`src/rtl/dqmrp_pkg.sv`:
```
// Shared types and constants of the data-quality run painter.
// Used by the interfaces' users, the sequencer and the top level; depends on nothing.
package dqmrp_pkg;

    // Coordinate width: a 16-bit start plus shift, offset and run length still fits.
    localparam int CW = 19;
    typedef logic signed [CW-1:0] t_coord;

    // Request types.
    localparam logic [1:0] REQ_PAINT = 2'd0;
    localparam logic [1:0] REQ_READ  = 2'd1;
    localparam logic [1:0] REQ_WRITE = 2'd2;

    // Run axes.
    localparam logic [1:0] AXIS_X = 2'd1;
    localparam logic [1:0] AXIS_Y = 2'd2;

    // Status codes.
    localparam logic [1:0] ST_OK      = 2'd0;
    localparam logic [1:0] ST_OUTSIDE = 2'd1;
    localparam logic [1:0] ST_BAD     = 2'd2;
    localparam logic [1:0] ST_RANGE   = 2'd3;

    // Configuration register indexes.
    localparam int CFG_IW = 3;
    localparam logic [CFG_IW-1:0] CFG_X_OFFSET     = 3'd0;
    localparam logic [CFG_IW-1:0] CFG_Y_OFFSET     = 3'd1;
    localparam logic [CFG_IW-1:0] CFG_SHIFT_ENABLE = 3'd2;
    localparam logic [CFG_IW-1:0] CFG_COLUMN_SPLIT = 3'd3;
    localparam logic [CFG_IW-1:0] CFG_COLUMN_SHIFT = 3'd4;

    typedef struct packed {
        logic signed [12:0] x_offset;
        logic signed [12:0] y_offset;
        logic               shift_enable;
        logic [12:0]        column_split;
        logic [9:0]         column_shift;
    } t_cfg;

    typedef struct packed {
        logic [1:0]         req_type;
        logic signed [15:0] start_x;
        logic signed [15:0] start_y;
        logic [12:0]        run_length;
        logic [1:0]         run_axis;
        logic [15:0]        flag_value;
    } t_req;

    typedef struct packed {
        logic [15:0] read_value;
        logic [12:0] pixels_touched;
        logic [1:0]  status_code;
    } t_res;

endpackage

```
`src/rtl/dqmrp_seq.sv`:
```
// Sequencer and datapath of the run painter: coordinate setup, clipping, the
// per-pixel read-modify-write loop, pixel access and the clearing pass.
// Depends on dqmrp_pkg; drives the ports of dqmrp_mem.
module dqmrp_seq
    import dqmrp_pkg::*;
#(
    parameter int COLS = 256,
    parameter int ROWS = 256,
    localparam int DEPTH = COLS * ROWS,
    localparam int AW = (DEPTH > 1) ? $clog2(DEPTH) : 1
) (
    input  logic          i_clk,
    input  logic          i_rst_n,
    input  t_cfg          i_cfg,
    input  logic          i_req_valid,
    output logic          o_req_ready,
    input  t_req          i_req,
    output logic          o_res_valid,
    input  logic          i_res_ready,
    output t_res          o_res,
    output logic          o_rd_en,
    output logic [AW-1:0] o_rd_addr,
    input  logic [15:0]   i_rd_data,
    output logic          o_wr_en,
    output logic [AW-1:0] o_wr_addr,
    output logic [15:0]   o_wr_data
);

    localparam t_coord COLS_C = t_coord'(COLS);
    localparam t_coord ROWS_C = t_coord'(ROWS);
    localparam logic [AW-1:0] LAST_ADDR = AW'(DEPTH - 1);

    typedef enum logic [3:0] {
        S_CLR, S_IDLE, S_SHIFT, S_OFFS, S_SPAN, S_CLIP, S_ADDR,
        S_RUN, S_DRAIN, S_PIX, S_PIXACC, S_PIXRD, S_FIN
    } t_state;

    t_state        r_state;
    t_req          r_req;
    t_res          r_res;
    t_res          r_out;
    logic          r_out_vld;
    t_coord        r_x;
    t_coord        r_y;
    t_coord        r_lo;
    t_coord        r_hi;
    t_coord        r_fix;
    logic          r_in;
    logic [AW-1:0] r_addr;
    logic [AW-1:0] r_step;
    logic [12:0]   r_left;
    logic [12:0]   r_cnt;
    logic          r_wb_vld;
    logic [AW-1:0] r_wb_addr;

    t_coord        sx;
    t_coord        sy;
    t_coord        len_m1;
    logic          apply_shift;
    logic          is_x;
    logic          bad_req;
    t_coord        lim_span;
    t_coord        lim_fix;
    logic          run_out;
    logic          pix_in;
    logic [AW-1:0] run_row;
    logic [AW-1:0] run_col;
    logic          load_out;

    // Decoded request and limits for the current run.
    always_comb begin
        sx          = t_coord'($signed(r_req.start_x));
        sy          = t_coord'($signed(r_req.start_y));
        len_m1      = t_coord'({1'b0, r_req.run_length}) - t_coord'(1);
        apply_shift = i_cfg.shift_enable
                      && (sx >= t_coord'({1'b0, i_cfg.column_split}));
        is_x        = (r_req.run_axis == AXIS_X);
        bad_req     = (r_req.run_length == '0)
                      || ((r_req.run_axis != AXIS_X) && (r_req.run_axis != AXIS_Y));
        lim_span    = is_x ? COLS_C : ROWS_C;
        lim_fix     = is_x ? ROWS_C : COLS_C;
        run_out     = (r_hi < 0) || (r_lo >= lim_span) || (r_fix < 0) || (r_fix >= lim_fix);
        pix_in      = (sx >= 0) && (sx < COLS_C) && (sy >= 0) && (sy < ROWS_C);
        run_row     = AW'($unsigned(is_x ? r_fix : r_lo));
        run_col     = AW'($unsigned(is_x ? r_lo : r_fix));
    end

    assign o_req_ready = (r_state == S_IDLE);
    assign o_res_valid = r_out_vld;
    assign o_res       = r_out;

    // A finished result moves to the output register once that register is free.
    assign load_out = (r_state == S_FIN) && (!r_out_vld || i_res_ready);

    // Memory port control: clearing writes, run reads, pixel access and write-back.
    always_comb begin
        o_rd_en   = 1'b0;
        o_rd_addr = r_addr;
        o_wr_en   = 1'b0;
        o_wr_addr = r_addr;
        o_wr_data = '0;
        case (r_state)
            S_CLR: begin
                o_wr_en = 1'b1;
            end
            S_RUN: begin
                o_rd_en = 1'b1;
            end
            S_PIXACC: begin
                if (r_in && (r_req.req_type == REQ_WRITE)) begin
                    o_wr_en   = 1'b1;
                    o_wr_data = r_req.flag_value;
                end else if (r_in) begin
                    o_rd_en = 1'b1;
                end
            end
            default: begin
            end
        endcase
        if (r_wb_vld) begin
            o_wr_en   = 1'b1;
            o_wr_addr = r_wb_addr;
            o_wr_data = i_rd_data | r_req.flag_value;
        end
    end

    // Sequencer with its datapath registers and the result register.
    always_ff @(posedge i_clk) begin
        if (!i_rst_n) begin
            r_state   <= S_CLR;
            r_out_vld <= 1'b0;
            r_wb_vld  <= 1'b0;
            r_addr    <= '0;
        end else begin
            r_wb_vld <= (r_state == S_RUN);
            if (load_out) begin
                r_out     <= r_res;
                r_out_vld <= 1'b1;
            end else if (r_out_vld && i_res_ready) begin
                r_out_vld <= 1'b0;
            end
            unique case (r_state)
                S_CLR: begin
                    r_addr <= r_addr + AW'(1);
                    if (r_addr == LAST_ADDR) begin
                        r_state <= S_IDLE;
                    end
                end
                S_IDLE: begin
                    if (i_req_valid) begin
                        r_req <= i_req;
                        r_res <= '0;
                        case (i_req.req_type) inside
                            REQ_PAINT:            r_state <= S_SHIFT;
                            REQ_READ, REQ_WRITE:  r_state <= S_PIX;
                            default:              r_state <= S_FIN;
                        endcase
                    end
                end
                S_SHIFT: begin
                    if (bad_req) begin
                        r_res.status_code <= ST_BAD;
                        r_state           <= S_FIN;
                    end else begin
                        r_x     <= sx + (apply_shift ? t_coord'({1'b0, i_cfg.column_shift})
                                                     : t_coord'(0));
                        r_state <= S_OFFS;
                    end
                end
                S_OFFS: begin
                    r_x     <= r_x + t_coord'($signed(i_cfg.x_offset));
                    r_y     <= sy + t_coord'($signed(i_cfg.y_offset));
                    r_state <= S_SPAN;
                end
                S_SPAN: begin
                    r_lo    <= is_x ? r_x : r_y;
                    r_hi    <= (is_x ? r_x : r_y) + len_m1;
                    r_fix   <= is_x ? r_y : r_x;
                    r_state <= S_CLIP;
                end
                S_CLIP: begin
                    if (run_out) begin
                        r_res.status_code <= ST_OUTSIDE;
                        r_state           <= S_FIN;
                    end else begin
                        r_lo    <= (r_lo < 0) ? t_coord'(0) : r_lo;
                        r_hi    <= (r_hi >= lim_span) ? (lim_span - t_coord'(1)) : r_hi;
                        r_state <= S_ADDR;
                    end
                end
                S_ADDR: begin
                    r_left  <= 13'(r_hi - r_lo + t_coord'(1));
                    r_cnt   <= 13'(r_hi - r_lo + t_coord'(1));
                    r_addr  <= run_row * AW'(COLS) + run_col;
                    r_step  <= is_x ? AW'(1) : AW'(COLS);
                    r_state <= S_RUN;
                end
                S_RUN: begin
                    // One pixel read per cycle; its OR and write follow in the next cycle.
                    r_wb_addr <= r_addr;
                    r_addr    <= r_addr + r_step;
                    r_left    <= r_left - 13'd1;
                    if (r_left == 13'd1) begin
                        r_state <= S_DRAIN;
                    end
                end
                S_DRAIN: begin
                    r_res.pixels_touched <= r_cnt;
                    r_res.status_code    <= ST_OK;
                    r_state              <= S_FIN;
                end
                S_PIX: begin
                    r_in    <= pix_in;
                    r_addr  <= AW'($unsigned(sy)) * AW'(COLS) + AW'($unsigned(sx));
                    r_state <= S_PIXACC;
                end
                S_PIXACC: begin
                    r_res.status_code <= r_in ? ST_OK : ST_RANGE;
                    if (r_in && (r_req.req_type == REQ_READ)) begin
                        r_state <= S_PIXRD;
                    end else begin
                        r_state <= S_FIN;
                    end
                end
                S_PIXRD: begin
                    r_res.read_value <= i_rd_data;
                    r_state          <= S_FIN;
                end
                S_FIN: begin
                    if (load_out) begin
                        r_state <= S_IDLE;
                    end
                end
                default: begin
                    r_state <= S_IDLE;
                end
            endcase
        end
    end

endmodule

```
`config.mk`:
```
export PLATFORM = sky130hd
export DESIGN_NAME = dqmrp_seq
export DESIGN_NICKNAME = d
export VERILOG_FILES = /design/src/rtl/dqmrp_pkg.sv /design/src/rtl/dqmrp_seq.sv
export SDC_FILE = /design/constraint.sdc
export NUM_CORES = 1
export LEC_CHECK = 0
export BUFFER_PORTS_ARGS = -buffer_cell sky130_fd_sc_hd__buf_2
export CORE_MARGIN = 2
export CORE_UTILIZATION = 51
export CTS_BUF_LIST = sky130_fd_sc_hd__clkbuf_8
export DETAILED_ROUTE_END_ITERATION = 12
export GPL_TIMING_DRIVEN = 0
export PLACE_DENSITY = 0.72
export SYNTH_ARGS = -nofsm -noshare
export SYNTH_HDL_FRONTEND = slang
export SYNTH_SLANG_ARGS = --single-unit
```
`constraint.sdc`:
```
create_clock -name i_clk -period 8.7 [get_ports i_clk]
set_clock_uncertainty 0.15 [all_clocks]
set_input_delay 2.61 -clock i_clk [delete_from_list [all_inputs] [get_ports i_clk]]
set_output_delay 2.61 -clock i_clk [all_outputs]
set_load 0.01 [all_outputs]
```
==> impl_metrics.csv, run 1 <==
group,metric,value,unit
outcome,status,"finished clean",
timing,maxSlewViolCount,0,
place,numPortBuffers,217,
critical_path,critPathArrivalTime,6.98,ns
timing,hold_viol,0,
critical_path,startpoint,"i_cfg[12]",
final_layout,drive_above_1_share,20.67,%
routing,drt_pass1_iterations,8,
routing,wl_per_cell,18.68,um
logic_synthesis,syn_area,0.01655,sq mm
clock_tree,cts_setup_buffers,0,
clock_tree,htreeDepth,2,
critical_path,r2r_cells,17,
routing,wirelength,41410,um
clock_tree,post_cts_resized,0,
critical_path,cp-start-kind,"primary input",
global_routing,grt_pass1_vias,12370,
hold_path,min_from,"r_res[14]",
clock_tree,cts_hold_buf,0,
critical_path,r2r_start,"r_req[48]",
logic_synthesis,synth_edf_count,265,
global_routing,overflow,0,
timing,rsz0062_at_grt,"false",
hold_path,whs_path_depth,0,
logic_synthesis,syn_inst,1498,
floorplanning,start_util,52.19,%
power,power.density,146.7,mW/mm^2
floorplanning,io_pins,218,
routing,via_per_inst,5.675,
final_layout,area_growth,16.31,%
logic_synthesis,synth-seq-area-share,50.74,%
timing,whs,0.2670,ns
floorplanning,dieWidth,184.2,um
logic_synthesis,avgSynthCellArea,11.05,sq um
global_routing,grt_max_degree,46,
global_routing,grt_pass1_wl,64830,um
timing,slew-limit-headroom,19.87,%
logic_synthesis,ys_async_sr_fraction,0,%
power,vdd_drop_max,0.1120,mV
critical_path,crit_path_max_fanout,10,
clock_tree,clk_path_buf_depth,3,
hold_path,hp-class,"flop to flop",
logic_synthesis,synth_ff_type,"edfxtp_1",
clock_tree,cts-buffers-inserted,48,
timing,max_freq,0.1471,GHz
logic_synthesis,yosysUniqueCellTypes,64,
clock_tree,clk_latency,0.59,ns
global_routing,grt_antenna_before_repair,2,
timing,min_period_over_period,78.12,%
floorplanning,die_area,0.03391,sq mm
routing,ant_nets,0,
floorplanning,die_y,184.2,um
logic_synthesis,yosysWarnings,0,
logic_synthesis,yosys.area.top_type,"edfxtp_1",
place,place_congestion,0.8910,
timing,min_period,6.797,ns
timing,tns,0,ns
critical_path,cp-end-kind,"flop",
critical_path,r2r-end,"r_x[18]",
critical_path,r2r_setup_slack,3.52,ns
clock_tree,clock-sinks,287,
clock_tree,cts-root-buf,"clkbuf_8",
floorplanning,rows,65,
final_layout,nFillCells,2665,
logic_synthesis,synth_top_area_share,48.08,%
critical_path,crit_type,"primary input to flop",
routing,drt_iter0_drc,978,
power,leakagePower,0.007756,uW
run,maxCapViolations,0,
routing,drc,0,
floorplanning,core,0.03172,sq mm
global_routing,grt_usage,24.63,%
final_layout,nets,2037,
clock_tree,path_clk_slew,0.06,ns
hold_path,whs_endpoint,"o_res[14]",
clock_tree,cts_tree,"done",
final_layout,mostFrequentLayoutCells,"edfxtp_1 (265), buf_2 (219), ha_1 (121)",
logic_synthesis,syn_nets,1761,
timing,tightest_slew,1.197,ns
place,dpl.hpwl,32100,um
logic_synthesis,ys_ff_latch,287,
final_layout,layout_commonest_cell,"edfxtp_1",
critical_path,required,8.88,ns
logic_synthesis,ys_top_cells_by_area,"edfxtp_1 (48%), ha_1 (9.1%), mux2_2 (3.9%)",
routing,vias,12582,
timing,setup_violations,0,
-- synthesized netlist by cell type (7+ instances only) --
| cell | number |
|---|---|
| a21oi_1 | 86 |
| nand2_1 | 104 |
| a211oi_1 | 22 |
| nand4_1 | 12 |
| xor2_1 | 46 |
| edfxtp_1 | 265 |
| nand2b_1 | 18 |
| nor2_1 | 98 |
| and3_1 | 13 |
| and2_1 | 57 |
| o211ai_1 | 9 |
| nor3_1 | 34 |
| dfxtp_1 | 22 |
| nor4_1 | 22 |
| fa_1 | 7 |
| o21ai_0 | 110 |
| xnor2_1 | 53 |
| nand3_1 | 34 |
| a22o_1 | 17 |
| o21a_1 | 13 |
| a21o_1 | 32 |
| a31oi_1 | 10 |
| mux2i_1 | 9 |
| o31ai_1 | 7 |
| inv_1 | 77 |
| mux2_2 | 57 |
| clkbuf_1 | 41 |
| nor2b_1 | 16 |
| o21bai_1 | 8 |
| ha_1 | 121 |
-- critical path, cell delays in order --
cell and delay (ns):
buf_2 0.07, inv_1 0.03, ha_1 0.28, nand2_1 0.07, nor4_1 0.27, a211oi_1 0.08, o21ai_0 0.40, nand4_1 0.14
a311oi_1 0.86, and2_1 0.23, ha_1 0.21, fa_1 0.23, a21oi_1 0.11, o22ai_1 0.22, nor4_1 0.11, o31a_1 0.39
o211ai_1 0.38, o21a_1 0.19, o211ai_1 0.09
-- power by group --
part           switching, uW  total, uW  internal [uW]
clock network            582       1210            623
registers               2.71       1500           1490
logic                   62.7        122           59.0
total                    647       2820           2180
-- layout make-up --
class                      count  area, sq um  area share [%]
clock inverter                42        309.0           1.605
multi-input combinational   1086         7717           40.09
sequential                   287         8398           43.62
inverter                      77        289.0           1.501
tap                          402        503.0           2.613
buffer                        48        182.7          0.9489
antenna                        1        2.502         0.01300
timing repair buffer         226         1189           6.174
clock buffer                  48        660.6           3.432
-- sequential cells by signal (all words and copies together) (netlist names) --
name         count
o_rd_addr       16
o_res           31
o_res_valid      1
r_cnt           13
r_fix           19
r_hi            19
r_in             1
r_left          13
r_lo            19
r_req           65
r_res           31
r_state          4
r_step           2
r_wb_addr       16
r_wb_vld         1
r_x             19
r_y             17
-- kinds of logic (layout without fill, tap and decap cells) --
family                   after synthesis  count (layout)  share of synthesized area (%)
AO/OA/AOI/OAI                        357             357                          13.52
other                                  0               1                              0
XOR/XNOR                             100             100                          5.337
buffers and inverters                125             441                          2.850
AND/OR/NAND/NOR                      435             435                          13.14
adder cells (fa/ha/maj)              128             128                          9.993
flip-flops                           287             287                          50.74
multiplexers                          66              66                          4.422
-- worst max-delay path by stage --
stage / endpoint / slack, ns
global route: r_x[15] / 1.55
finish: r_x[18] / 1.90
floorplan: o_res[0] / 2.30
CTS: r_x[18] / 2.05
detailed placement: r_x[18] / 1.42
global placement: o_res[17] / 0.95
-- metrics by stage --
stage               cell area (sq um)  util [%]  total power [uW]  cells  setup slack (ns)
floorplan                       16550         -              1593   1498             2.298
global placement                18140     57.20              1643   2117            0.9496
detailed placement              18270     57.61              1645   2126             1.420
CTS                             19240     60.67              2847   2216             2.053
global route                    19250     60.69              2925   2216             1.552
finish                          19250     60.69              2823   2217             1.903
-- layer usage --
layer  vias to the layer above  part of all wire [%]  GRT usage (%)  wire length, um
met5                         -                     0              0                0
met1                      5858                    43          32.41            17740
li1                       6138                     -              -                -
met2                       493                    47          40.74            19270
met4                         0                   2.8          7.744             1177
met3                        93                   7.8          5.434             3219
Power figures use the tool's default switching activity.
==> inputs of run 2 (changes only) <==
Settings changed: PLACE_DENSITY 0.72 to 0.75.
Clock period 8.7 ns to 5.7 ns, I/O delays scaled along.
==> run 2 against run 1 <==
Design area about the same. First-iteration DRC count rose by 0.31%. Die area is the same. Combinational power increased by 55%. Sequential share of layout area hardly changed. Sequential power increased by 52%. Clock-buffer cell count rose by 4. Global-route usage up 0.12 points. Utilization about the same. Clock power is 50% higher. Critical path type unchanged. Largest power group unchanged.
==> impl_metrics.csv, run 2 (synthesized netlist as in run 1, its figures left out) <==
group,metric,value,unit
clock_tree,cts-buffers-inserted,49,
floorplanning,rows,65,
critical_path,startpoint,"i_cfg[12]",
place,dpl.hpwl,32380,um
final_layout,num_antenna_cells,0,
global_routing,grt_max_degree,43,
floorplanning,die_y,184.2,um
clock_tree,cts_setup_buffers,0,
floorplanning,dieWidth,184.2,um
routing,wl_met2,19990,um
global_routing,overflow,0,
critical_path,required,5.88,ns
clock_tree,cts-root-buf,"clkbuf_8",
hold_path,whs_path_depth,0,
final_layout,regMostFlops,"r_req",
final_layout,nets,2040,
timing,slew-limit-headroom,20.13,%
place,placed_area,0.01829,sq mm
critical_path,crit_type,"primary input to flop",
critical_path,r2r_start,"r_req[48]",
place,dp_slack,-0.6730,ns
critical_path,r2r_setup_slack,1.04,ns
final_layout,area_growth,16.37,%
place,placedCellCount,2128,
timing,maxSlewViolCount,0,
critical_path,cp-start-kind,"primary input",
timing,setup_violations,0,
floorplanning,die_area,0.03391,sq mm
routing,wl_met1,18130,um
critical_path,r2r-end,"r_x[18]",
critical_path,crit_end,"r_x[18]",
place,numPortBuffers,217,
clock_tree,clk_path_buf_depth,3,
place,place_congestion,0.9360,
critical_path,critPathArrivalTime,5.53,ns
global_routing,grt_pass1_wl,64990,um
timing,setup_slack,0.3467,ns
final_layout,largest_reg_flops,65,
routing,vias,12768,
clock_tree,cts_tree,"done",
clock_tree,htreeDepth,2,
final_layout,drive_above_1_share,20.25,%
critical_path,slowest_delay,0.45,ns
final_layout,layout_commonest_cell,"edfxtp_1",
final_layout,fin_util,60.73,%
critical_path,r2r_cells,17,
outcome,status,"finished clean",
final_layout,stdcell_area,0.01926,sq mm
global_routing,grt_antenna_before_repair,1,
routing,wl_met3,3047,um
clock_tree,clk_latency,0.59,ns
critical_path,crit_path_max_fanout,10,
critical_path,crit_path_top_delay_cell,"a311oi_4",
power,leakagePower,0.007793,uW
floorplanning,start_util,52.19,%
routing,wl_per_cell,19.11,um
routing,drt_pass1_iterations,7,
floorplanning,io_pins,218,
global_routing,grt_usage,24.76,%
routing,top_layer,"met5",
hold_path,hp-class,"flop to flop",
routing,drt_iter0_drc,981,
routing,ant_nets,0,
critical_path,cp-end-kind,"flop",
routing,wirelength,42400,um
clock_tree,clock-sinks,287,
floorplanning,core,0.03172,sq mm
critical_path,cp_cell_sequence,"buf_2 -> inv_1 -> ha_1 -> nand2_1 -> nor4_1 -> a211oi_1 -> o21ai_1 -> nand4_1 -> a311oi_4 -> and2_1 -> ha_1 -> fa_1 -> a21oi_1 -> o22ai_1 -> nor4_1 -> o31a_1 -> o211ai_1 -> o21a_1 -> o211ai_1",
timing,hold_viol,0,
routing,drc,0,
final_layout,mostFrequentLayoutCells,"edfxtp_1 (265), buf_2 (219), ha_1 (121)",
routing,via_per_inst,5.754,
global_routing,grt_pass1_vias,12174,
timing,min_period,5.353,ns
final_layout,instances_no_fill,2219,
timing,min_period_over_period,93.92,%
timing,tightest_slew,1.194,ns
power,power.density,222.6,mW/mm^2
timing,rsz0062_at_grt,"false",
power,vdd_drop_max,0.1763,mV
run,maxCapViolations,0,
clock_tree,path_clk_slew,0.06,ns
timing,max_freq,0.1868,GHz
## run 2: cell types whose count changed in the layout (fill, tap and decap cells not counted), moves of 2 or more
| cell | before | now |
|---|---|---|
| inv_1 | 83 | 92 |
| clkinv_2 | 11 | 3 |
| clkbuf_8 | 48 | 52 |
| clkinvlp_4 | 3 | 0 |
| clkinv_1 | 14 | 16 |
| clkinv_4 | 2 | 0 |
## run 2: report_power, final
group / internal (uW) / leakage [uW] / switching [uW]
sequential: 2280 / 0.00257 / 3.77
clock: 946 / 0.000539 / 869
combinational: 90.4 / 0.00468 / 98.3
## run 2: how the worst min path moves through the flow
stage	from	end	slack [ns]
5_1_grt	r_res[23]	o_res[23]	0.27
2_1_floorplan	r_res[0]	o_res[0]	0.25
3_5_place_dp	r_res[15]	o_res[15]	0.25
6_report	r_res[7]	o_res[7]	0.27
3_3_place_gp	r_res[27]	o_res[27]	0.25
4_1_cts	r_res[23]	o_res[23]	0.27
## run 2: area by class of cell
class / count / area [sq um]
Multi-Input combinational cell: 1086 / 7735
Buffer: 48 / 182.7
Clock buffer: 52 / 715.7
Inverter: 77 / 289.0
Fill cell: 2634 / 12460
Clock inverter: 39 / 235.2
Tap cell: 402 / 503.0
Timing Repair Buffer: 228 / 1204
Sequential cell: 287 / 8398
## run 2: worst max-delay path: cells and delay by family
family	cells	cell delay [ns]
AOI/OAI and AO/OA	9	2.12
and+or+nand+nor	5	0.83
adders and majority gates	3	0.74
buffers and inverters	2	0.11
## run 2: metrics by stage
step                power [uW]  hold WS, ns  TNS, ns
detailed placement        2512       0.2545   -6.054
finish                    4288       0.2675        0
global route              4437       0.2715        0
global placement          2509       0.2510   -40.37
CTS                       4321       0.2676        0
floorplan                 2431       0.2503        0
## run 2: what timing repair did
action | 4_1_cts | 5_1_grt
hold buffers | 0 | 0
gates resized for setup | 1 | 2
endpoints found under the setup margin | 4 | 8
## run 2: routing by layer
metal,GRT usage (%),up-vias
li1,-,6145
met1,32.68,6044
met2,41.37,494
met3,4.564,83
met4,8.032,2
met5,0,-
